### config.mk
export PLATFORM = sky130hd
export DESIGN_NAME = pcr_out_fifo
export DESIGN_NICKNAME = d
export VERILOG_FILES = /design/src/pcr_pkg.sv /design/src/pcr_out_fifo.sv
export SDC_FILE = /design/constraint.sdc
export NUM_CORES = 1
export LEC_CHECK = 0
export ABC_AREA = 1
export BUFFER_PORTS_ARGS = -buffer_cell sky130_fd_sc_hd__buf_2
export CORE_MARGIN = 2
export CORE_UTILIZATION = 51
export CTS_CLUSTER_SIZE = 14
export DETAILED_ROUTE_END_ITERATION = 16
export GPL_TIMING_DRIVEN = 0
export PLACE_DENSITY = 0.85
export SLEW_MARGIN = 20
export SYNTH_ARGS = -nofsm -noshare
export SYNTH_HDL_FRONTEND = slang
export SYNTH_SLANG_ARGS = --single-unit
### constraint.sdc
create_clock -name clk -period 1.55 [get_ports clk]
set_clock_uncertainty 0.05 [all_clocks]
set_input_delay 0.31 -clock clk [delete_from_list [all_inputs] [get_ports clk]]
set_output_delay 0.31 -clock clk [all_outputs]
set_load 0.01 [all_outputs]
### src/pcr_pkg.sv
// shared types, constants and helpers of the palette channel remap block
// no dependencies; every other file refers to this package by scoped names
package pcr_pkg;

  localparam int TABLE_ENTRIES = 256;
  localparam int ADDR_W        = $clog2(TABLE_ENTRIES);
  localparam int VAL_W         = 8;
  localparam int CHANNELS      = 3;
  localparam int OUT_DEPTH     = 4;
  localparam int OUT_PTR_W     = $clog2(OUT_DEPTH);
  localparam int OUT_CNT_W     = $clog2(OUT_DEPTH + 1);

  // channel slots in packed vectors
  localparam int CH_RED   = 2;
  localparam int CH_GREEN = 1;
  localparam int CH_BLUE  = 0;

  typedef enum logic [1:0] {
    CMD_WR_PALETTE = 2'd0,
    CMD_WR_MAP     = 2'd1,
    CMD_REBUILD    = 2'd2,
    CMD_REMAP      = 2'd3
  } cmd_t;

  typedef enum logic [2:0] {
    B_IDLE,
    B_FETCH,
    B_SCAN,
    B_WRITE,
    B_DONE
  } bld_state_t;

  typedef struct packed {
    logic [1:0]       cmd;
    logic [ADDR_W-1:0] entry_index;
    logic [VAL_W-1:0] red_value;
    logic [VAL_W-1:0] green_value;
    logic [VAL_W-1:0] blue_value;
  } in_item_t;

  typedef struct packed {
    logic [ADDR_W-1:0] red_index;
    logic [ADDR_W-1:0] green_index;
    logic [ADDR_W-1:0] blue_index;
    logic              build_done;
  } out_item_t;

  typedef logic [CHANNELS-1:0][VAL_W-1:0]  chan_vec_t;
  typedef logic [CHANNELS-1:0][ADDR_W-1:0] idx_vec_t;

  // palette / input map write request
  typedef struct packed {
    logic              pal_en;
    logic              map_en;
    logic [ADDR_W-1:0] addr;
    chan_vec_t         rgb;
  } tbl_wr_t;

  // remap table write request
  typedef struct packed {
    logic              en;
    logic [ADDR_W-1:0] addr;
    idx_vec_t          idx;
  } remap_wr_t;

  typedef struct packed {
    logic idle;
    logic done_req;
  } bld_status_t;

  function automatic logic [VAL_W-1:0] absdiff(input logic [VAL_W-1:0] a,
                                               input logic [VAL_W-1:0] b);
    absdiff = (a > b) ? (a - b) : (b - a);
  endfunction

endpackage

### src/pcr_out_fifo.sv
// small result queue between the block and the downstream receiver
// depends on pcr_pkg
module pcr_out_fifo (
  input  logic                              clk,
  input  logic                              rst,
  input  logic                              push,
  input  pcr_pkg::out_item_t                push_data,
  input  logic                              pop,
  output logic [pcr_pkg::OUT_CNT_W-1:0]     count,
  output pcr_pkg::out_item_t                head
);

  pcr_pkg::out_item_t            slots [pcr_pkg::OUT_DEPTH];
  logic [pcr_pkg::OUT_PTR_W-1:0] wr_ptr, rd_ptr;

  assign head = slots[rd_ptr];

  always_ff @(posedge clk) begin
    if (push) begin
      slots[wr_ptr] <= push_data;
    end
  end

  always_ff @(posedge clk) begin
    if (rst) begin
      wr_ptr <= '0;
      rd_ptr <= '0;
      count  <= '0;
    end else begin
      if (push) wr_ptr <= wr_ptr + 1'b1;
      if (pop)  rd_ptr <= rd_ptr + 1'b1;
      case ({push, pop})
        2'b10:   count <= count + 1'b1;
        2'b01:   count <= count - 1'b1;
        default: count <= count;
      endcase
    end
  end

endmodule

==> flow_metrics.env <==
export IMPL_p_sw_share_pct=25.2
export IMPL_crit_type="reg -> out"
export IMPL_gp_congestion=0.697
export IMPL_numCtsBuffers=9
export IMPL_grt_pass1_vias=2674
export IMPL_grt_busiest_layer="met2"
export IMPL_combPwrFrac_pct=14.8
export IMPL_grtUsageTotal_pct=21.3
export IMPL_synth_cell_types=20
export IMPL_postCtsHoldBufs=0
export IMPL_grt_ovfl_total=0
export IMPL_tritoncts="built"
export IMPL_syn_nets=332
export IMPL_stdcell_count=493
export IMPL_post_drt_via_cell_ratio=5.61
export IMPL_status="finished, violations left"
export IMPL_placed_area_um2=4660
export IMPL_clk_pin_slew_worst_paths_ns=0.10
export IMPL_die_x_um=95.2
export IMPL_r2r_slack_ns=0.10
export IMPL_hp_class="in -> reg"
export IMPL_reg2reg_depth=3
export IMPL_crit_fanout=7
export IMPL_finalWorstSetupSlack_ns=-0.517
export IMPL_grt_pass1_wl_um=13800
export IMPL_r2r_end="slots[3][0]$_DFFE_PP_"
export IMPL_routed_wl_um=9520
export IMPL_synthCells=297
export IMPL_hold_depth=2
export IMPL_use_met1_pct=27.3
export IMPL_tns_ns=-7.84
export IMPL_finalPower_mw=5.80
export IMPL_finalHoldViolations=0
export IMPL_hp_start="rst"
export IMPL_fmax_mhz=484
export IMPL_hold_path_end="count[0]$_SDFFE_PP0P_"
export IMPL_area_delta_synth_final_pct=24.0
export IMPL_clock_power_share_pct=26.6
export IMPL_synth_xor_area_share_pct=0.206
export IMPL_ys_seq_area_share_pct=75.0
export IMPL_cts_path_max_buffers=2
export IMPL_htreeDepth=3
export IMPL_core_area_um2=8130
export IMPL_max_slew_margin_rel_pct=71.5
export IMPL_powerDensity_nw_per_um2=1100
export IMPL_antenna_found_initial=0
export IMPL_dieArea_um2=9070
export IMPL_avgRoutedWirePerCell_um=19.3
export IMPL_final_net_count=418
export IMPL_start_kind="flip-flop"
export IMPL_utilization_pct=64.7
export IMPL_final_max_slew_violation_count=0
export IMPL_grtUsageMet2_pct=33.9
export IMPL_clock_latency_ns=0.37
export IMPL_seq_power_share_pct=58.6
export IMPL_crit_required_ns=1.19
export IMPL_root_buffer="clkbuf_8"
export IMPL_p_int_mw=4.34
export IMPL_synth_simple_area_share_pct=6.16
export IMPL_reg2reg_from="wr_ptr[0]$_SDFFE_PP0P_"
export IMPL_pre_cts_ws_ns=-0.395
export IMPL_synth_compound_area_share_pct=12.4
export IMPL_max_vdd_ir_drop_uv=611
export IMPL_ys_warnings_count=0
export IMPL_grt_start_max_net_pins=18
export IMPL_synth_area_mux_share_pct=0
export IMPL_met3_usage_pct=6.25
export IMPL_fin_area_um2=5260
export IMPL_cts_sinks=109
export IMPL_ys_ff_latch=109
export IMPL_syn_avg_cell_area_um2=14.3
export IMPL_power_leakage_nw=1.92
export IMPL_numPortBuffers=56
export IMPL_drcViolationCount=0
export IMPL_start_util_pct=52.2
export IMPL_violations="setup timing"
export IMPL_switching_power_mw=1.46
export IMPL_synthAdderAreaFrac_pct=1.95
export IMPL_synth_area_um2=4240
export IMPL_layout_drive_gt1_share_pct=38.1
export IMPL_cp_end_kind="primary output"
export IMPL_first_pass_iters=5
export IMPL_postRouteAntennaNets=0
export IMPL_finalSetupViolCount=25
export IMPL_pin_count=57
export IMPL_tightestPinTransition_ns=0.422
export IMPL_hpwl_um=5160
export IMPL_hold_ws_ns=0.0346
export IMPL_num_vias=2764
export IMPL_placedCellCount=458
export IMPL_synth_top_family_by_area="compound AO/OA/AOI/OAI gates"
export IMPL_cap_violations=0
export IMPL_min_period_ns=2.07
export IMPL_fill_cells=575
export IMPL_drtIter0Drc=202
export IMPL_period_share_pct=133
export IMPL_crit_arrival_ns=1.71
export IMPL_grt_setup_unrepaired="true"
export IMPL_rows=33
export IMPL_diodes=0
export IMPL_dieHeight_um=95.2
[kinds of logic (layout without fill, tap and decap cells)]
kind of cell / count (synthesis) / count (layout)
AOI/OAI and AO/OA: 83 / 83
buffers and inverters: 29 / 120
adders and majority gates: 6 / 6
xor gates and xnor gates: 1 / 1
and+or+nand+nor: 69 / 69
DFF: 109 / 109
[area by class of cell]
class,instances,area (µm²),area share (%)
Sequential cell,109,3190,60.5
Multi-Input combinational cell,159,957,18.2
Clock buffer,12,145,2.76
Buffer,15,214,4.06
Timing Repair Buffer,71,499,9.48
Timing Repair inverter,4,30.0,0.570
Tap cell,105,131,2.50
Inverter,14,75.1,1.43
Clock inverter,4,25.0,0.475
[flip-flops by register name (all words and copies together) (netlist names), named ones only]
name	flops
count	3
rd_ptr	2
wr_ptr	2
slots	100
[layer usage]
layer	vias to the layer above	routed length [µm]
met5	-	0
li1	1262	-
met4	0	230
met3	18	819
met2	138	4850
met1	1346	3620
[power by group through the flow]
stage	Sequential (mW)	Clock (mW)	Combinational, mW
after global placement	3.46	0	0.645
after CTS	3.40	1.54	0.757
after floorplan	3.46	0	0.395
final	3.40	1.55	0.858
after detailed placement	3.46	0	0.672
after global routing	3.41	1.66	0.932
[worst max-delay path by stage]
stage          slack [ns]                endpoint
2_1_floorplan        0.03   slots[2][0]$_DFFE_PP_
3_3_place_gp        -0.34   slots[0][1]$_DFFE_PP_
3_5_place_dp        -0.39  slots[0][12]$_DFFE_PP_
4_1_cts             -0.30                head[21]
5_1_grt             -0.48                head[22]
6_report            -0.52                head[22]
[cells in the final DEF, fill, tap and decap left out]
master and n:
a21oi_1 3, buf_12 7, buf_2 56, buf_4 8, buf_6 6, buf_8 6, clkbuf_1 2, clkbuf_16 3
clkbuf_8 10, clkinv_2 2, clkinvlp_4 10, dfxtp_1 6, dfxtp_2 3, edfxtp_1 100, fa_1 1, ha_1 5
inv_1 8, inv_2 1, inv_8 1, nand2_1 6, nand2_2 3, nand4_1 1, nor2_1 59, o21ai_0 8
o21ai_1 24, o21ai_2 22, o21ai_4 1, o22ai_1 16, o22ai_2 9, xor2_1 1
[synth_stat cells (all sizes together)]
cell | n | share of area [%]
o21ai | 55 | 8.3
nor2 | 59 | 5.2
o22ai | 25 | 3.8
nand4 | 1 | 0.15
inv | 14 | 1.3
fa | 1 | 0.47
ha | 5 | 1.5
buf | 15 | 2.9
nand2 | 9 | 0.80
a21oi | 3 | 0.35
edfxtp | 100 | 71
dfxtp | 9 | 4.2
xor2 | 1 | 0.21
[timing repair]
item                                    4_1_cts  5_1_grt
buffers inserted                              7        5
gates cloned                                  4        3
endpoints found under the setup margin      125       63
pin swaps                                     6        9
gates resized for setup                      37       18
[critical path: stages, from the launching register on]
cell and delay [ns]:
dfxtp_2 0.35, buf_8 0.15, buf_8 0.13, o21ai_0 0.37
o22ai_2 0.17, buf_2 0.16
Power figures use the tool's default switching activity.
